$ cat src/rtl/gpt_pkg.sv
// Shared types and register map constants for the general purpose timer.
package gpt_pkg;

   localparam int unsigned DATA_W = 32;
   localparam int unsigned OFFSET_W = 8;
   localparam int unsigned KIND_W = 2;

   // request kinds; the fourth code is unused and does nothing
   localparam logic [KIND_W-1:0] KIND_TICK  = 2'd0;
   localparam logic [KIND_W-1:0] KIND_READ  = 2'd1;
   localparam logic [KIND_W-1:0] KIND_WRITE = 2'd2;

   // register byte offsets
   localparam logic [OFFSET_W-1:0] OFF_CR1  = 8'h00;
   localparam logic [OFFSET_W-1:0] OFF_DIER = 8'h0C;
   localparam logic [OFFSET_W-1:0] OFF_SR   = 8'h10;
   localparam logic [OFFSET_W-1:0] OFF_CNT  = 8'h24;
   localparam logic [OFFSET_W-1:0] OFF_PSC  = 8'h28;
   localparam logic [OFFSET_W-1:0] OFF_ARR  = 8'h2C;

   localparam logic [DATA_W-1:0] ARR_RESET = 32'hFFFF_FFFF;

   typedef struct packed {
      logic [KIND_W-1:0]   kind;
      logic [OFFSET_W-1:0] reg_offset;
      logic [DATA_W-1:0]   write_data;
   } gpt_req_type;

   typedef struct packed {
      logic [DATA_W-1:0] read_data;
      logic              write_error;
      logic              irq_pulse;
   } gpt_rsp_type;

endpackage

$ cat src/rtl/gpt_if.sv
// Valid/ready channel interfaces for timer requests and responses.
interface gpt_req_if import gpt_pkg::*; ();
   logic                valid;
   logic                ready;
   logic [KIND_W-1:0]   kind;
   logic [OFFSET_W-1:0] reg_offset;
   logic [DATA_W-1:0]   write_data;

   modport source (output valid, output kind, output reg_offset, output write_data,
                   input ready);
   modport sink   (input valid, input kind, input reg_offset, input write_data,
                   output ready);
endinterface

interface gpt_rsp_if import gpt_pkg::*; ();
   logic              valid;
   logic              ready;
   logic [DATA_W-1:0] read_data;
   logic              write_error;
   logic              irq_pulse;

   modport source (output valid, output read_data, output write_error, output irq_pulse,
                   input ready);
   modport sink   (input valid, input read_data, input write_error, input irq_pulse,
                   output ready);
endinterface

$ cat src/rtl/gpt_core.sv
// Timer register file and counter logic; computes one response per accepted request.
module gpt_core import gpt_pkg::*; (
   input  logic        clock,
   input  logic        reset,
   input  logic        req_fire,
   input  gpt_req_type req_item,
   output gpt_rsp_type rsp_item
);

   logic [DATA_W-1:0] cr1_ff, cr1_in;
   logic [DATA_W-1:0] dier_ff, dier_in;
   logic [DATA_W-1:0] sr_ff, sr_in;
   logic [DATA_W-1:0] psc_ff, psc_in;
   logic [DATA_W-1:0] arr_ff, arr_in;
   logic [DATA_W-1:0] cnt_ff, cnt_in;
   logic [DATA_W-1:0] pcnt_ff, pcnt_in;

   logic running;
   logic counting;

   assign running  = cr1_ff[0];
   assign counting = running && (arr_ff != '0);

   always_comb begin
      cr1_in   = cr1_ff;
      dier_in  = dier_ff;
      sr_in    = sr_ff;
      psc_in   = psc_ff;
      arr_in   = arr_ff;
      cnt_in   = cnt_ff;
      pcnt_in  = pcnt_ff;
      rsp_item = '0;

      case (req_item.kind)
         KIND_TICK: begin
            if (counting) begin
               if (pcnt_ff < psc_ff) begin
                  pcnt_in = pcnt_ff + 1'b1;
               end else begin
                  pcnt_in = '0;
                  // a loaded count at or above reload also wraps here
                  if (cnt_ff >= arr_ff - 1'b1) begin
                     cnt_in             = '0;
                     sr_in[0]           = 1'b1;
                     rsp_item.irq_pulse = dier_ff[0];
                  end else begin
                     cnt_in = cnt_ff + 1'b1;
                  end
               end
            end
         end
         KIND_READ: begin
            unique case (req_item.reg_offset)
               OFF_CR1:  rsp_item.read_data = cr1_ff;
               OFF_DIER: rsp_item.read_data = dier_ff;
               OFF_SR:   rsp_item.read_data = sr_ff;
               OFF_CNT:  rsp_item.read_data = counting ? cnt_ff : '0;
               OFF_PSC:  rsp_item.read_data = psc_ff;
               OFF_ARR:  rsp_item.read_data = arr_ff;
               default:  rsp_item.read_data = '0;
            endcase
         end
         KIND_WRITE: begin
            unique case (req_item.reg_offset)
               OFF_CR1: begin
                  cr1_in = req_item.write_data;
                  // restart on enable rising
                  if (!running && req_item.write_data[0]) begin
                     cnt_in  = '0;
                     pcnt_in = '0;
                  end
               end
               OFF_DIER: dier_in = req_item.write_data;
               OFF_SR:   sr_in   = sr_ff & req_item.write_data;
               OFF_CNT: begin
                  cnt_in  = req_item.write_data;
                  pcnt_in = '0;
               end
               OFF_PSC: begin
                  psc_in = req_item.write_data;
                  if (running) begin
                     cnt_in  = '0;
                     pcnt_in = '0;
                  end
               end
               OFF_ARR: begin
                  arr_in = req_item.write_data;
                  if (running) begin
                     cnt_in  = '0;
                     pcnt_in = '0;
                  end
               end
               default: rsp_item.write_error = 1'b1;
            endcase
         end
         default: ;
      endcase
   end

   always_ff @(posedge clock) begin
      if (reset) begin
         cr1_ff  <= '0;
         dier_ff <= '0;
         sr_ff   <= '0;
         psc_ff  <= '0;
         arr_ff  <= ARR_RESET;
         cnt_ff  <= '0;
         pcnt_ff <= '0;
      end else if (req_fire) begin
         cr1_ff  <= cr1_in;
         dier_ff <= dier_in;
         sr_ff   <= sr_in;
         psc_ff  <= psc_in;
         arr_ff  <= arr_in;
         cnt_ff  <= cnt_in;
         pcnt_ff <= pcnt_in;
      end
   end

endmodule

$ cat src/rtl/general_purpose_timer_regs_top.sv
// Top level of the general purpose timer: request channel, response register.
//
//   channel  dir  payload                               role
//   req      in   kind, reg_offset, write_data          tick, read or write
//   rsp      out  read_data, write_error, irq_pulse     one response per request
//
// One request is taken per cycle while req_ready is high; its response shows in the
// next cycle from the response register, which the core's single-pass logic fills.
// Reset (synchronous) clears all timer registers but reload, which comes up as all ones.
// req_ready stays high while the response register is empty or being drained,
// so a stalled rsp holds its data and stops new transfers only when full.
module general_purpose_timer_regs_top import gpt_pkg::*; (
   input  logic   clock,
   input  logic   reset,
   gpt_req_if.sink   req,
   gpt_rsp_if.source rsp
);

   gpt_req_type req_item;
   gpt_rsp_type core_rsp;
   gpt_rsp_type rsp_data_ff;
   logic        rsp_valid_ff, rsp_valid_in;
   logic        req_fire;

   assign req.ready = !rsp_valid_ff || rsp.ready;
   assign req_fire  = req.valid && req.ready;

   assign req_item.kind       = req.kind;
   assign req_item.reg_offset = req.reg_offset;
   assign req_item.write_data = req.write_data;

   gpt_core u_core (
      .clock    (clock),
      .reset    (reset),
      .req_fire (req_fire),
      .req_item (req_item),
      .rsp_item (core_rsp)
   );

   assign rsp_valid_in = req_fire || (rsp_valid_ff && !rsp.ready);

   always_ff @(posedge clock) begin
      if (reset) begin
         rsp_valid_ff <= 1'b0;
      end else begin
         rsp_valid_ff <= rsp_valid_in;
      end
   end

   always_ff @(posedge clock) begin
      if (req_fire) begin
         rsp_data_ff <= core_rsp;
      end
   end

   assign rsp.valid       = rsp_valid_ff;
   assign rsp.read_data   = rsp_data_ff.read_data;
   assign rsp.write_error = rsp_data_ff.write_error;
   assign rsp.irq_pulse   = rsp_data_ff.irq_pulse;

endmodule

$ cat src/flat_wrapper.sv
// flat-port wrapper written by rule: the top's interface ports become plain ports
module general_purpose_timer_regs_top_flat import gpt_pkg::*;
  (clock, reset, req_valid, req_kind, req_reg_offset, req_write_data, req_ready, rsp_valid, rsp_read_data, rsp_write_error, rsp_irq_pulse, rsp_ready);
  gpt_req_if req_i ();
  gpt_rsp_if rsp_i ();
  input  logic clock;
  input  logic reset;
  input wire logic [$bits(req_i.valid)-1:0] req_valid;
  input wire logic [$bits(req_i.kind)-1:0] req_kind;
  input wire logic [$bits(req_i.reg_offset)-1:0] req_reg_offset;
  input wire logic [$bits(req_i.write_data)-1:0] req_write_data;
  output wire logic [$bits(req_i.ready)-1:0] req_ready;
  output wire logic [$bits(rsp_i.valid)-1:0] rsp_valid;
  output wire logic [$bits(rsp_i.read_data)-1:0] rsp_read_data;
  output wire logic [$bits(rsp_i.write_error)-1:0] rsp_write_error;
  output wire logic [$bits(rsp_i.irq_pulse)-1:0] rsp_irq_pulse;
  input wire logic [$bits(rsp_i.ready)-1:0] rsp_ready;
  assign req_i.valid = req_valid;
  assign req_i.kind = req_kind;
  assign req_i.reg_offset = req_reg_offset;
  assign req_i.write_data = req_write_data;
  assign req_ready = req_i.ready;
  assign rsp_valid = rsp_i.valid;
  assign rsp_read_data = rsp_i.read_data;
  assign rsp_write_error = rsp_i.write_error;
  assign rsp_irq_pulse = rsp_i.irq_pulse;
  assign rsp_i.ready = rsp_ready;
  general_purpose_timer_regs_top u_core (.clock(clock), .reset(reset), .req(req_i), .rsp(rsp_i));
endmodule
$ cat config.mk
export PLATFORM = sky130hd
export DESIGN_NAME = general_purpose_timer_regs_top_flat
export DESIGN_NICKNAME = d
export VERILOG_FILES = /design/src/rtl/gpt_pkg.sv /design/src/rtl/gpt_if.sv /design/src/rtl/gpt_core.sv /design/src/rtl/general_purpose_timer_regs_top.sv /design/src/flat_wrapper.sv
export SDC_FILE = /design/constraint.sdc
export NUM_CORES = 1
export LEC_CHECK = 0
export ABC_AREA = 1
export ABC_CLOCK_PERIOD_IN_PS = 3500
export BUFFER_PORTS_ARGS = -buffer_cell sky130_fd_sc_hd__buf_2
export CAP_MARGIN = 30
export CORE_MARGIN = 2
export CORE_UTILIZATION = 45
export DETAILED_ROUTE_END_ITERATION = 16
export RECOVER_POWER = 100
export SYNTH_ARGS = -nofsm -noshare
export SYNTH_HDL_FRONTEND = slang
export SYNTH_SLANG_ARGS = --single-unit
$ cat constraint.sdc
create_clock -name clock -period 3.5 [get_ports clock]
set_clock_uncertainty 0.2 [all_clocks]
set_input_delay 0 -clock clock [delete_from_list [all_inputs] [get_ports clock]]
set_output_delay 0 -clock clock [all_outputs]
set_load 0.05 [all_outputs]
### Word level (Yosys, flattened, before mapping)

Index checks and enable logic that the tools add are counted.

* flip-flop bits (word level): 259
* input bits: 46
* output and inout port bits: 36
* word-level logic and storage cells: 78

* add/sub/neg operators: 3
* magnitude comparators: 2
* equal/unequal tests: 14
* multiplexer cells: 19
* bitwise logic cells: 4
* reductions and logical operators: 24

Operators by type and width (number)
* 32-bit two-way mux: 8
* 32-bit one-hot mux with 3 select lines: 2
* 32-bit one-hot mux with 6 select lines: 1
* 32-bit one-hot mux with 2 select lines: 2
* 32-bit by 1-bit adder with 32-bit output (second input constant): 2
* 32-bit AND: 1
* 32-bit greater-or-equal comparator: 1
* 32-bit < comparator: 1
* 32-bit nonzero test: 1
* 32-bit by 1-bit subtractor with 32-bit output (second input constant): 1
* 8-bit by 6-bit == test with 1-bit output (second input constant): 3
* 3-bit AND reduction: 5
* 6-bit AND reduction: 2
* 8-bit by 4-bit == test with 1-bit output (second input constant): 1
* 8-bit by 5-bit == test with 1-bit output (second input constant): 1
* 8-bit logical NOT: 1
* 7-bit AND reduction: 1
* 2-bit != test (second input constant): 3
* 3-bit != test (second input constant): 2
* 6-bit OR reduction: 1
* 1-bit two-way mux: 5
* 1-bit logical AND: 4
* 4-bit by 2-bit != test with 1-bit output (second input constant): 1
* 4-bit OR reduction: 1
* 10 further kinds: 15

### Depth between registers and ports, before layout

Gate-level depths: netlist of run 1.

* word-level depth: 6
* depth in mapped cells: 24
* gate-level depth less buffers: 23

### Modules after synthesis

Synthesis of run 1 repeated with hierarchy kept, for this count alone.

* cell total of the unflattened synthesis: 2056
* area, all modules: 14408.8 µm²

By module, submodules not included
* gpt_core: instances 1, cells each 2016, area an instance 13340.3 µm², sequential area each 4484.3 µm²
* general_purpose_timer_regs_top: instances 1, cells each 40, area an instance 1068.5 µm², sequential area each 1041.0 µm²

### Worst setup path after synthesis of run 1

Ideal clock, no wire load.

* kind: reg-to-reg
* start point: register u_core.u_core.arr_ff[0]
* end point: register u_core.u_core.sr_ff[0]
* library setup time: 113 ps
* arrival: 3183 ps
* required time: 3187 ps
* path slack: 4 ps
* stages on the path, launching flop included: 22
* buffers on the path: 1
* period minus slack after synthesis: 3496 ps
* cell sequence: dfxtp_1 > inv_1 > ha_1 > nand2_1 > nor3_1 > nand3_1 > nor3_1 > nand3_1 > xor2_1 > ha_1 > nand2_1 > nor2_1 > nand2_1 > nor4_1 > nand2_1 > nand2_1 > clkbuf_1 > nand2_1 > nand2_1 > nand4_1 > nand2_1 > nor2_1

* word-level cells in the longest chain between the ends: 4
* elaborated cells between the ends (all ways): 7
* those cells by class: 1 x add/sub; 1 x order compare; 2 x eq/ne; 3 x reduce/logical

Ends and longest elaborated chain
* from (decl): line gpt_core.sv:14 `logic [DATA_W-1:0] arr_ff, arr_in;`
* from (signal assigned): line gpt_core.sv:114 `arr_ff <= arr_in;`
* 32-bit by 1-bit subtractor with 32-bit output or 32-bit nonzero test (tied branches): line gpt_core.sv:42, gpt_core.sv:22
* 32-bit greater-or-equal comparator or 1-bit logical AND (tied branches): line gpt_core.sv:42, gpt_core.sv:22
* 2-bit != test (no line)
* 6-bit AND reduction (no line) (*)
* to (signal assigned): line gpt_core.sv:112 `sr_ff <= sr_in;`
* to (decl): line gpt_core.sv:12 `logic [DATA_W-1:0] sr_ff, sr_in;`

Mark *: on every way between the ends. The rest lies on a longest branch, timed or not.
A chain may end at the register's enable or synchronous reset.

### Worst setup path in the final report of run 1

* start point: register u_core.u_core.arr_ff[6]
* end point: register u_core.u_core.cnt_ff[30]

* word-level cells in the longest chain between the ends: 6
* elaborated cells between the ends (all ways): 10
* those cells by class: 1 x add/sub; 1 x order compare; 1 x eq/ne; 4 x mux; 3 x reduce/logical

Ends and longest elaborated chain
* 32-bit by 1-bit subtractor with 32-bit output: line gpt_core.sv:42 `if (cnt_ff >= arr_ff - 1'b1) begin`
* 32-bit greater-or-equal comparator: line gpt_core.sv:42
* 32-bit two-way mux: line gpt_core.sv:42
* 32-bit two-way mux: line gpt_core.sv:37 `if (pcnt_ff < psc_ff) begin`
* 32-bit two-way mux: line gpt_core.sv:36 `if (counting) begin`
* 32-bit one-hot mux with 2 select lines: line gpt_core.sv:34 `case (req_item.kind)`
* to (signal assigned): line gpt_core.sv:115 `cnt_ff <= cnt_in;`
* to (decl): line gpt_core.sv:15 `logic [DATA_W-1:0] cnt_ff, cnt_in;`

Several ways; a longest one is shown, not always the timed one. The select of a mux whose other input is x is not followed.

==> results of run 1 <==
sequential cells by signal, indices dropped and copies added (netlist names):
register	cells
u_core.rsp.irq_pulse	1
u_core.rsp.read_data	32
u_core.rsp.valid	1
u_core.rsp.write_error	1
u_core.u_core.arr_ff	32
u_core.u_core.cnt_ff	32
u_core.u_core.cr1_ff	32
u_core.u_core.dier_ff	32
u_core.u_core.pcnt_ff	32
u_core.u_core.psc_ff	32
u_core.u_core.sr_ff	32
critical path, stage by stage, from the launching register on:
cell	delay, ns
sky130_fd_sc_hd__dfxtp_4	0.37
sky130_fd_sc_hd__nor3_2	0.25
sky130_fd_sc_hd__nand2_2	0.11
sky130_fd_sc_hd__nor4_2	0.14
sky130_fd_sc_hd__buf_4	0.16
sky130_fd_sc_hd__nand4_1	0.17
sky130_fd_sc_hd__nor3_2	0.23
sky130_fd_sc_hd__xor2_1	0.19
sky130_fd_sc_hd__ha_1	0.28
sky130_fd_sc_hd__nand2_2	0.10
sky130_fd_sc_hd__nor2_2	0.05
sky130_fd_sc_hd__buf_4	0.14
sky130_fd_sc_hd__nand2_2	0.07
sky130_fd_sc_hd__nand2_2	0.05
sky130_fd_sc_hd__a21oi_2	0.14
sky130_fd_sc_hd__nand2_4	0.10
sky130_fd_sc_hd__nor2_4	0.20
sky130_fd_sc_hd__clkbuf_16	0.19
sky130_fd_sc_hd__nand2_2	0.04
sky130_fd_sc_hd__nand2_1	0.05
sky130_fd_sc_hd__nand2_1	0.06
sky130_fd_sc_hd__a21oi_2	0.14
metrics by stage:
step	std cells	setup WS, ns	total power, mW	area (sq um)
CTS	2613	0.009011	6.978	17110
global placement	2508	-0.02362	3.589	15530
floorplan	2056	0.004012	3.413	14400
finish	2619	-0.02685	6.930	17350
global route	2619	-0.2515	7.145	17350
detailed placement	2508	-0.1459	3.594	15530
power groups by stage:
stage / logic, mW / registers (mW) / clock network, mW
5_1_grt: 0.537 / 3.07 / 3.53
6_report: 0.503 / 3.07 / 3.36
3_5_place_dp: 0.458 / 3.14 / 0
2_1_floorplan: 0.216 / 3.20 / 0
3_3_place_gp: 0.453 / 3.14 / 0
4_1_cts: 0.497 / 3.07 / 3.41
area by class of cell:
| cell class | instances | share of cell area [%] |
|---|---|---|
| clock inverters | 14 | 1.168 |
| inverters | 240 | 5.205 |
| multi-input cells | 1460 | 45.14 |
| well taps | 402 | 2.898 |
| repair buffers | 202 | 8.645 |
| flip-flops and latches | 259 | 31.95 |
| clock buffers | 42 | 4.989 |
synth_stat cells (2+ instances only):
master / instances / area share, %
sky130_fd_sc_hd__a21o_1: 2 / 0.10
sky130_fd_sc_hd__a21oi_1: 163 / 5.7
sky130_fd_sc_hd__a31oi_1: 30 / 1.3
sky130_fd_sc_hd__a41oi_1: 32 / 1.9
sky130_fd_sc_hd__and3_1: 2 / 0.087
sky130_fd_sc_hd__buf_1: 8 / 0.21
sky130_fd_sc_hd__buf_2: 9 / 0.31
sky130_fd_sc_hd__buf_4: 2 / 0.10
sky130_fd_sc_hd__buf_6: 2 / 0.16
sky130_fd_sc_hd__clkbuf_1: 76 / 2.0
sky130_fd_sc_hd__dfxtp_1: 225 / 31
sky130_fd_sc_hd__edfxtp_1: 34 / 7.1
sky130_fd_sc_hd__ha_1: 66 / 5.7
sky130_fd_sc_hd__inv_1: 225 / 5.9
sky130_fd_sc_hd__inv_2: 14 / 0.36
sky130_fd_sc_hd__nand2_1: 512 / 13
sky130_fd_sc_hd__nand2_2: 5 / 0.22
sky130_fd_sc_hd__nand3_1: 129 / 4.5
sky130_fd_sc_hd__nand3b_1: 3 / 0.16
sky130_fd_sc_hd__nand4_1: 17 / 0.74
sky130_fd_sc_hd__nor2_1: 170 / 4.4
sky130_fd_sc_hd__nor2_2: 5 / 0.22
sky130_fd_sc_hd__nor2_4: 2 / 0.16
sky130_fd_sc_hd__nor3_1: 49 / 1.7
sky130_fd_sc_hd__nor3_2: 2 / 0.14
sky130_fd_sc_hd__nor3b_1: 3 / 0.16
sky130_fd_sc_hd__nor4_1: 4 / 0.17
sky130_fd_sc_hd__o211ai_1: 32 / 1.7
sky130_fd_sc_hd__o21a_1: 3 / 0.16
sky130_fd_sc_hd__o21ai_0: 144 / 5.0
sky130_fd_sc_hd__o21bai_1: 2 / 0.10
sky130_fd_sc_hd__o22ai_1: 17 / 0.74
sky130_fd_sc_hd__xnor2_1: 4 / 0.24
sky130_fd_sc_hd__xor2_1: 52 / 3.2
kinds of logic after synthesis:
family	Yosys count	share of synthesized area [%]
and+or+nand+nor	909	26.54
adders and majority gates	66	5.735
xor gates and xnor gates	56	3.406
buffers and inverters	337	9.020
DFF	259	38.37
AOI/OAI and AO/OA	429	16.93
per-layer routing:
metal  share of wire (%)  vias to the layer above  wire [um]
met5                   0                        -          0
met4                 3.0                        0       1508
met3                 7.7                       85       3870
met2                  44                      531      22200
met1                  45                     6834      22800
li1                    -                     7107          -
final timing paths:
check / start / slack, ns / cells past startpoint / to
min: rsp_ready / 0.06 / 5 / u_core.rsp.valid
max: u_core.u_core.arr_ff[6] / -0.03 / 21 / u_core.u_core.cnt_ff[30]
max reg2reg: u_core.u_core.arr_ff[6] / -0.03 / 21 / u_core.u_core.cnt_ff[30]
min reg2reg: u_core.u_core.sr_ff[24] / 0.25 / 2 / u_core.u_core.sr_ff[24]
repair_timing:
| action | in CTS | in global routing |
|---|---|---|
| endpoints found under the setup margin | 33 | 34 |
| endpoints found under the hold margin | 207 | 0 |
| hold buffers | 49 | 0 |
| cloned | 0 | 1 |
| gates resized for setup | 6 | 74 |
| setup buffers | 0 | 5 |
| pin swaps | 1 | 23 |
==> reports/metrics.yaml, run 1 <==
run_status: "complete, but fails checks"
violations_in_the_final_reports: "setup timing"
layout_min_cycle_time_ns: 3.527
critical_path_arrival_ns: 3.82
power.sequential.fraction_pct: 44.3
detail-route-antenna-nets: 0
drc_errors: 0
worst_skew_pair.late_latency_ns: 0.59
tightestPinTransition_ns: 1.146
hpwl_um: 35380
globalRoute.totalOverflow: 0
antenna_found_initial: 0
largest_buffer_count_on_any_clock_path: 3
numClockSinks: 259
final_common_cell: "sky130_fd_sc_hd__nand2_1"
timing.final.setup_violations: 9
detail_route.wirelength_um: 50380
route.detailed.wl_per_inst_um: 19.23
drt_pre_antenna_iters: 6
utilization_pct: 55.00
power_dens_cells_nw_per_um2: 399.4
hold_violations: 0
gr-usage-all-layers_pct: 29.57
netlist_instances: 2056
max_slew_margin_pct: 23.62
use_met3_pct: 3.554
total_inserted_antenna_cells: 0
max_cap_violations: 0
initial_drc_count: 1229
crit_path_max_fanout: 8
leakage_nw: 7.269
crit_path_end_kind: "flip-flop"
grt.met2_usage_pct: 46.83
busiest_layer: "met2"
placeableCoreArea_sq_um: 31560
grt_first_pass_wirelength_um: 76820
synth_edf_count: 34
placement.io_buffers: 81
num_vias: 14560
max_freq_ghz: 0.2835
gp_congestion: 0.9584
ys_types: 45
rsz_0062_raised_after_global_routing: "true"
power.switching_mw: 1.734
synthToLayoutAreaGrowth_pct: 20.52
worstSetupStartpointType: "flip-flop"
floorplan.initialDensity_pct: 45.63
critPathKind: "flip-flop to flip-flop"
cts_root_buffer: "sky130_fd_sc_hd__clkbuf_16"
layout.area.seq_sq_um: 5545
postSynthAreaPerCell_sq_um: 7.003
first_global_vias: 13690
tns_ns: -0.1106
postSynth.asyncResetShare_pct: 0
post_synth_instance_area_sq_um: 14400
internal_power_mw: 5.197
die-width_um: 182.9
io-pin-count: 82
finalMaxSlewViolations: 0
period_share_pct: 100.8
mappedNetlistNets: 2168
p_comb_share_pct: 7.3
multi_input_comb_area_sq_um: 7834
hold_class: "primary input to flip-flop"
ys.flop_type: "sky130_fd_sc_hd__dfxtp_1"
vias_per_cell: 5.558
irDropWorstVdd_uv: 403.7
fill_cells: 3055
yosys_register_bits: 259
die_y_um: 182.9
final_layout_size_suffix_gt1_share_pct: 11.86
h-tree-depth: 1
most-common-layout-cells: "498 x sky130_fd_sc_hd__nand2_1, 219 x sky130_fd_sc_hd__inv_1, 215 x sky130_fd_sc_hd__dfxtp_1"
finalHoldWorstSlack_ns: 0.06391
tritoncts: "built"
cts_buffers: 30
setup_ws_final_ns: -0.02685
global_route.usage.met1_pct: 42.35
grt_max_degree: 81
yosys_warnings: 0
floorplan_die_area_sq_um: 33450
clock_power_share_pct: 48.4
rows: 65
clk_pin_slew_ns: 0.07
swShare_pct: 25.01
fin_nets: 2305
synth-seq-area-share_pct: 38.37
worst-endpoint-required_ns: 3.80
(Power assumes the default switching activity.)
==> run 2, diff against run 1 <==
--- a/config.mk
+++ b/config.mk
@@ -13,6 +13,7 @@
 export CORE_UTILIZATION = 45
 export DETAILED_ROUTE_END_ITERATION = 16
 export RECOVER_POWER = 100
+export SKIP_CTS_REPAIR_TIMING = 1
 export SYNTH_ARGS = -nofsm -noshare
 export SYNTH_HDL_FRONTEND = slang
 export SYNTH_SLANG_ARGS = --single-unit
==> run 2 against run 1 <==
  * The flow now finishes without violations
  * Die area unchanged
  * Setup slack better by 0.13 ns
  * Flip-flop and latch count unchanged
  * Hold slack got worse by 0.056 ns
  * Critical path depth is 1 lower
  * Routed wire length decreased by 0.30%
  * Clock power about the same
  * First-iteration DRC count is 11% higher
  * Sequential share of layout area grew 0.074 points
  * Cell count is essentially flat
  * Highest routed layer unchanged
  * Register-to-register slack improved by 0.13 ns
==> reports/metrics.yaml, run 2 (synthesis results as in run 1) <==
p_total_mw: 6.930  # about the same
worstSetupStartpointType: "flip-flop"  # unchanged
timing.critical_path.mode_cell: "sky130_fd_sc_hd__nand2_1"  # was sky130_fd_sc_hd__nand2_2
wl_met1_um: 23640  # was 22800 um
run_status: "finished clean"  # was complete, but fails checks
dr_wl_met3_um: 3183  # was 3870 um
max_slew_margin_pct: 36.08  # was 23.62%
tns_ns: 0  # was -0.1106 ns
floorplan_die_area_sq_um: 33450  # unchanged
antenna_found_initial: 0  # unchanged
hpwl_um: 35380  # unchanged
num_vias: 14530  # was 14560
die_y_um: 182.9  # unchanged
worst_skew_pair.late_latency_ns: 0.60  # was 0.59 ns
final_common_cell: "sky130_fd_sc_hd__nand2_1"  # unchanged
cp_slowest_cell: "sky130_fd_sc_hd__dfxtp_4"  # unchanged
grt_max_degree: 81  # unchanged
cts_root_buffer: "sky130_fd_sc_hd__clkbuf_16"  # unchanged
multi_input_comb_area_sq_um: 7804  # was 7834 sq um
gr-usage-all-layers_pct: 29.27  # was 29.57%
most-common-layout-cells: "502 x sky130_fd_sc_hd__nand2_1, 219 x sky130_fd_sc_hd__inv_1, 215 x sky130_fd_sc_hd__dfxtp_1"  # was 498 x sky130_fd_sc_hd__nand2_1, 219 x sky130_fd_sc_hd__inv_1, 215 x sky130_fd_sc_hd__dfxtp_1
numClockSinks: 259  # unchanged
placement.io_buffers: 81  # unchanged
hold_path.startpoint: "req_reg_offset[5]"  # was rsp_ready
worst_path_top_cell_family_by_delay: "simple AND/OR/NAND/NOR gates"  # unchanged
detail_route.wirelength_um: 50220  # was 50380 um
timing.final.setup_violations: 0  # was 9
drc_errors: 0  # unchanged
rows: 65  # unchanged
layout_min_cycle_time_ns: 3.392  # was 3.527 ns
period_share_pct: 96.93  # was 100.8%
fin_nets: 2303  # was 2305
critPathKind: "flip-flop to flip-flop"  # unchanged
fill_cells: 3060  # was 3055
grt_first_pass_wirelength_um: 75980  # was 76820 um
globalRoute.totalOverflow: 0  # unchanged
worst-endpoint-required_ns: 3.78  # was 3.80 ns
final_layout_size_suffix_gt1_share_pct: 11.92  # was 11.86%
critical_path.n_buffers_inverters: 2  # was 3
crit_path_end_kind: "flip-flop"  # unchanged
critical-path-max-stage-delay_ns: 0.37  # about the same
route.detailed.wl_per_inst_um: 19.19  # was 19.23 um
first_global_vias: 13400  # was 13690
gp_congestion: 0.9584  # unchanged
finalHoldWorstSlack_ns: 0.007951  # was 0.06391 ns
irDropWorstVdd_uv: 399.6  # was 403.7 uV
crit_path_max_fanout: 16  # was 8
max_freq_ghz: 0.2948  # was 0.2835 GHz
clk_pin_slew_ns: 0.06  # was 0.07 ns
startpoint: "u_core.u_core.arr_ff[6]"  # unchanged
top_layer_used: "met4"  # unchanged
io-pin-count: 82  # unchanged
die-width_um: 182.9  # unchanged
largest_buffer_count_on_any_clock_path: 3  # unchanged
detail-route-antenna-nets: 0  # unchanged
leakage_nw: 7.277  # was 7.269 nW
floorplan.initialDensity_pct: 45.63  # unchanged
tightestPinTransition_ns: 0.9556  # was 1.146 ns
total_inserted_antenna_cells: 0  # unchanged
cts_buffers: 30  # unchanged
vias_per_cell: 5.551  # was 5.558
finalMaxSlewViolations: 0  # unchanged
placeableCoreArea_sq_um: 31560  # unchanged
hold_class: "primary input to flip-flop"  # unchanged
initial_drc_count: 1368  # was 1229
critical_path_arrival_ns: 3.68  # was 3.82 ns
timing.critical_path.cells: "nor3_2 -> nand2_2 -> nor4_2 -> buf_4 -> nand4_1 -> nor2_2 -> xor2_1 -> ha_1 -> a21oi_2 -> o21ai_1 -> nand2_1 -> nand2_1 -> a21oi_2 -> nand2_4 -> nor2_2 -> buf_12 -> nand2_1 -> nand2_1 -> nand2_1 -> a21oi_1"  # was nor3_2 -> nand2_2 -> nor4_2 -> buf_4 -> nand4_1 -> nor3_2 -> xor2_1 -> ha_1 -> nand2_2 -> nor2_2 -> buf_4 -> nand2_2 -> nand2_2 -> a21oi_2 -> nand2_4 -> nor2_4 -> clkbuf_16 -> nand2_2 -> nand2_1 -> nand2_1 -> a21oi_2
post-route-cell-area_sq_um: 17310  # was 17350 sq um
met2WireLength_um: 21960  # was 22200 um
layout.area.seq_sq_um: 5545  # unchanged
drt_pre_antenna_iters: 5  # was 6
max_cap_violations: 0  # unchanged
synthToLayoutAreaGrowth_pct: 20.25  # was 20.52%
power_dens_cells_nw_per_um2: 400.3  # was 399.4 nW/um^2
beginning_of_the_worst_register_to_register_path: "u_core.u_core.arr_ff[6]"  # unchanged
rsz_0062_raised_after_global_routing: "true"  # unchanged
postPlaceCellArea_sq_um: 15530  # unchanged
h-tree-depth: 1  # unchanged
tritoncts: "built"  # unchanged
hold_violations: 0  # unchanged
## run 2: cell types whose count changed in the layout (fill, tap and decap cells not counted), sizes merged
cell         before  now
buf             114  124
clkbuf           81   73
dlygate4sd3      49   45
## run 2: layer usage
layer / track usage, % / up-vias
li1: - / 7094
met1: 42.71 / 6859
met2: 45.69 / 493
met3: 3.336 / 82
met4: 8.416 / 0
met5: 0 / -
## run 2: report_power, final
group / internal (mW) / switching [mW]
sequential: 3.04 / 0.0301
combinational: 0.129 / 0.366
clock: 2.02 / 1.34
## run 2: final timing paths
path                            slack [ns]  cells past startpoint                      end
worst max-delay path                  0.11                     20  u_core.u_core.cnt_ff[5]
worst max register to register        0.11                     20  u_core.u_core.cnt_ff[5]
worst min register to register        0.25                      2  u_core.u_core.sr_ff[24]
worst min-delay path                 0.008                      5   u_core.rsp.write_error
## run 2: through the flow
stage	cells	setup slack [ns]	utilization (%)
floorplan	2056	0.004012	-
global placement	2508	-0.02362	49.21
detailed placement	2508	-0.1459	49.21
CTS	2564	-0.1779	52.60
global route	2617	-0.1110	54.87
finish	2617	0.1076	54.87
## run 2: area by class of cell
cell class / instances / share of cell area (%)
multi-input cells: 1460 / 45.07
repair buffers: 200 / 8.607
flip-flops and latches: 259 / 32.03
inverters: 240 / 5.218
clock inverters: 14 / 1.171
well taps: 402 / 2.905
clock buffers: 42 / 5.001
## run 2: worst min-delay path, cell delays in order
cell and delay (ns):
sky130_fd_sc_hd__buf_2 0.12, sky130_fd_sc_hd__nor3_1 0.11, sky130_fd_sc_hd__nand2_1 0.17, sky130_fd_sc_hd__nand3_1 0.14
sky130_fd_sc_hd__nor2_1 0.10
==> run 3, diff against run 2 <==
--- a/config.mk
+++ b/config.mk
@@ -11,6 +11,7 @@
 export CAP_MARGIN = 30
 export CORE_MARGIN = 2
 export CORE_UTILIZATION = 45
+export CTS_BUF_LIST = sky130_fd_sc_hd__clkbuf_4 sky130_fd_sc_hd__clkbuf_8
 export DETAILED_ROUTE_END_ITERATION = 16
 export RECOVER_POWER = 100
 export SKIP_CTS_REPAIR_TIMING = 1
==> run 3 against run 2 <==
  * Cell count up 1.3%
  * Sequential share of layout area about the same
  * Flip-flop and latch count unchanged
  * Sequential power about the same
  * Register-to-register slack worse by 0.04 ns
  * Count of clock-buffer cells in the layout up 37
  * Critical path depth up 3
  * Clock power down 5%
  * Hold slack better by 0.011 ns
  * Global-route usage up 0.33 points
  * Die area unchanged
  * Critical path type unchanged
  * Critical endpoint is now u_core.u_core.cnt_ff[19]
==> reports/metrics.yaml, run 3 (synthesis results as in run 1) <==
run_status: "finished clean"  # unchanged
irDropWorstVdd_uv: 300.3  # was 399.6 uV
detail-route-antenna-nets: 0  # unchanged
power.sequential.fraction_pct: 45.4  # was 44.3%
worst_skew_pair.late_latency_ns: 0.60  # about the same
final_common_cell: "sky130_fd_sc_hd__nand2_1"  # unchanged
cts_root_buffer: "sky130_fd_sc_hd__clkbuf_8"  # was sky130_fd_sc_hd__clkbuf_16
finalMaxSlewViolations: 0  # unchanged
finalHoldWorstSlack_ns: 0.01931  # was 0.007951 ns
timing.critical_path.mode_cell: "sky130_fd_sc_hd__nand2_1"  # unchanged
period_share_pct: 98.02  # was 96.93%
timing.critical_path.cells: "inv_2 -> ha_4 -> nand2_4 -> nor2_4 -> nand4_1 -> nor2_2 -> and3_4 -> nand4_1 -> xor2_1 -> ha_1 -> nand2_1 -> nor2_2 -> nand2_2 -> nor4_2 -> nand2_1 -> nand2_4 -> buf_12 -> clkbuf_16 -> nor2_1 -> nand2_1 -> nand2_1 -> nor2_1 -> nor2_1"  # was nor3_2 -> nand2_2 -> nor4_2 -> buf_4 -> nand4_1 -> nor2_2 -> xor2_1 -> ha_1 -> a21oi_2 -> o21ai_1 -> nand2_1 -> nand2_1 -> a21oi_2 -> nand2_4 -> nor2_2 -> buf_12 -> nand2_1 -> nand2_1 -> nand2_1 -> a21oi_1
critPathKind: "flip-flop to flip-flop"  # unchanged
fill_cells: 3089  # was 3060
detail_route.wirelength_um: 50760  # was 50220 um
gr-usage-all-layers_pct: 29.60  # was 29.27%
layout_min_cycle_time_ns: 3.431  # was 3.392 ns
cp_slowest_cell: "sky130_fd_sc_hd__dfxtp_2"  # was sky130_fd_sc_hd__dfxtp_4
vias_per_cell: 5.516  # was 5.551
grt_max_degree: 81  # unchanged
floorplan.initialDensity_pct: 45.63  # unchanged
antenna_found_initial: 0  # unchanged
critical-path-max-stage-delay_ns: 0.34  # was 0.37 ns
globalRoute.totalOverflow: 0  # unchanged
floorplan_die_area_sq_um: 33450  # unchanged
cts_buffers: 47  # was 30
tritoncts: "built"  # unchanged
tightestPinTransition_ns: 1.154  # was 0.9556 ns
final_layout_size_suffix_gt1_share_pct: 13.12  # was 11.92%
route.detailed.wl_per_inst_um: 19.15  # was 19.19 um
drt_pre_antenna_iters: 5  # unchanged
power_dens_cells_nw_per_um2: 390.2  # was 400.3 nW/um^2
crit_path_end_kind: "flip-flop"  # unchanged
hold_violations: 0  # unchanged
rsz_0062_raised_after_global_routing: "true"  # unchanged
max_freq_ghz: 0.2915  # was 0.2948 GHz
total_inserted_antenna_cells: 0  # unchanged
die_y_um: 182.9  # unchanged
worst-endpoint-required_ns: 3.78  # about the same
multi_input_comb_area_sq_um: 7795  # was 7804 sq um
hpwl_um: 35380  # unchanged
leakage_nw: 7.317  # was 7.277 nW
timing.final.setup_violations: 0  # unchanged
h-tree-depth: 2  # was 1
most-common-layout-cells: "500 x sky130_fd_sc_hd__nand2_1, 219 x sky130_fd_sc_hd__inv_1, 216 x sky130_fd_sc_hd__dfxtp_1"  # was 502 x sky130_fd_sc_hd__nand2_1, 219 x sky130_fd_sc_hd__inv_1, 215 x sky130_fd_sc_hd__dfxtp_1
hold_class: "primary input to flip-flop"  # unchanged
placeableCoreArea_sq_um: 31560  # unchanged
layout.area.seq_sq_um: 5542  # was 5545 sq um
internal_power_mw: 5.012  # was 5.193 mW
p_comb_share_pct: 7.4  # was 7.1%
numClockSinks: 259  # unchanged
die-width_um: 182.9  # unchanged
max_slew_margin_pct: 22.76  # was 36.08%
initial_drc_count: 1233  # was 1368
grt_first_pass_wirelength_um: 76470  # was 75980 um
first_global_vias: 13630  # was 13400
clk_pin_slew_ns: 0.06  # about the same
crit_path_max_fanout: 6  # was 16
worstSetupStartpointType: "flip-flop"  # unchanged
max_cap_violations: 0  # unchanged
placement.io_buffers: 81  # unchanged
power.switching_mw: 1.751  # was 1.738 mW
drc_errors: 0  # unchanged
critical_path_arrival_ns: 3.71  # was 3.68 ns
worst_path_top_cell_family_by_delay: "simple AND/OR/NAND/NOR gates"  # unchanged
critical_path.n_buffers_inverters: 3  # was 2
clock_power_share_pct: 47.2  # was 48.5%
swShare_pct: 25.89  # was 25.07%
gp_congestion: 0.9584  # unchanged
synthToLayoutAreaGrowth_pct: 20.35  # was 20.25%
rows: 65  # unchanged
fin_nets: 2323  # was 2303
largest_buffer_count_on_any_clock_path: 3  # unchanged
io-pin-count: 82  # unchanged
utilization_pct: 54.92  # was 54.87%
num_vias: 14620  # was 14530
run 3: cell types whose count changed in the layout (fill, tap and decap cells not counted), moves of 2 or more:
cell,change
sky130_fd_sc_hd__clkbuf_8,+54
sky130_fd_sc_hd__nor2_1,+2
sky130_fd_sc_hd__a21oi_2,+2
sky130_fd_sc_hd__nand2_1,-2
sky130_fd_sc_hd__clkbuf_4,+18
sky130_fd_sc_hd__clkbuf_1,+3
sky130_fd_sc_hd__dlygate4sd3_1,+2
sky130_fd_sc_hd__a21oi_1,-2
sky130_fd_sc_hd__buf_2,-8
sky130_fd_sc_hd__clkinvlp_4,-2
sky130_fd_sc_hd__clkbuf_16,-29
sky130_fd_sc_hd__bufinv_16,-3
sky130_fd_sc_hd__nor2_4,-3
run 3: cell type report:
| cell class | instances | area share [%] |
|---|---|---|
| Clock buffer | 79 | 5.625 |
| Clock inverter | 8 | 0.4621 |
| Inverter | 240 | 5.213 |
| Multi-Input combinational cell | 1460 | 44.98 |
| Sequential cell | 259 | 31.98 |
| Tap cell | 402 | 2.903 |
| Timing Repair Buffer | 203 | 8.838 |
run 3: worst reg2reg max path, cell delays in order (launching register included):
cell and delay [ns]:
sky130_fd_sc_hd__dfxtp_2 0.34, sky130_fd_sc_hd__inv_2 0.09, sky130_fd_sc_hd__ha_4 0.16, sky130_fd_sc_hd__nand2_4 0.08, sky130_fd_sc_hd__nor2_4 0.09, sky130_fd_sc_hd__nand4_1 0.16, sky130_fd_sc_hd__nor2_2 0.18, sky130_fd_sc_hd__and3_4 0.20
sky130_fd_sc_hd__nand4_1 0.14, sky130_fd_sc_hd__xor2_1 0.18, sky130_fd_sc_hd__ha_1 0.27, sky130_fd_sc_hd__nand2_1 0.08, sky130_fd_sc_hd__nor2_2 0.15, sky130_fd_sc_hd__nand2_2 0.07, sky130_fd_sc_hd__nor4_2 0.13, sky130_fd_sc_hd__nand2_1 0.12
sky130_fd_sc_hd__nand2_4 0.15, sky130_fd_sc_hd__buf_12 0.12, sky130_fd_sc_hd__clkbuf_16 0.13, sky130_fd_sc_hd__nor2_1 0.05, sky130_fd_sc_hd__nand2_1 0.05, sky130_fd_sc_hd__nand2_1 0.05, sky130_fd_sc_hd__nor2_1 0.08, sky130_fd_sc_hd__nor2_1 0.06
run 3: final timing paths:
| kind | start | endpoint | slack, ns | cells past startpoint |
|---|---|---|---|---|
| worst min-delay path | req_reg_offset[7] | u_core.rsp.write_error | 0.02 | 7 |
| worst max-delay path | u_core.u_core.arr_ff[0] | u_core.u_core.cnt_ff[19] | 0.07 | 23 |
| worst min register to register | u_core.u_core.sr_ff[24] | u_core.u_core.sr_ff[24] | 0.25 | 2 |
| worst max register to register | u_core.u_core.arr_ff[0] | u_core.u_core.cnt_ff[19] | 0.07 | 23 |
run 3: routing by layer:
layer  GRT usage, %  part of all wire [%]  vias up
met4          9.568                   2.9        0
li1               -                     -     7145
met1          42.01                    46     6872
met2          46.11                    44      511
met3          4.706                   7.5       96
met5              0                     0        -
run 3: power groups by stage:
stage	Sequential, mW	Clock [mW]	Combinational, mW
floorplan	3.20	0	0.216
global placement	3.14	0	0.453
detailed placement	3.14	0	0.458
CTS	3.07	3.23	0.459
global route	3.08	3.38	0.536
finish	3.07	3.19	0.500
run 3: through the flow:
step | total power, mW | instances | cell area, sq um | setup TNS (ns) | worst slack, ns
3_5_place_dp | 3.594 | 2508 | 15530 | -3.385 | -0.1459
5_1_grt | 6.986 | 2651 | 17330 | -2.720 | -0.1133
3_3_place_gp | 3.589 | 2508 | 15530 | -0.1581 | -0.02362
2_1_floorplan | 3.413 | 2056 | 14400 | 0 | 0.004012
6_report | 6.762 | 2651 | 17330 | 0 | 0.06943
4_1_cts | 6.766 | 2595 | 16580 | -4.127 | -0.1556
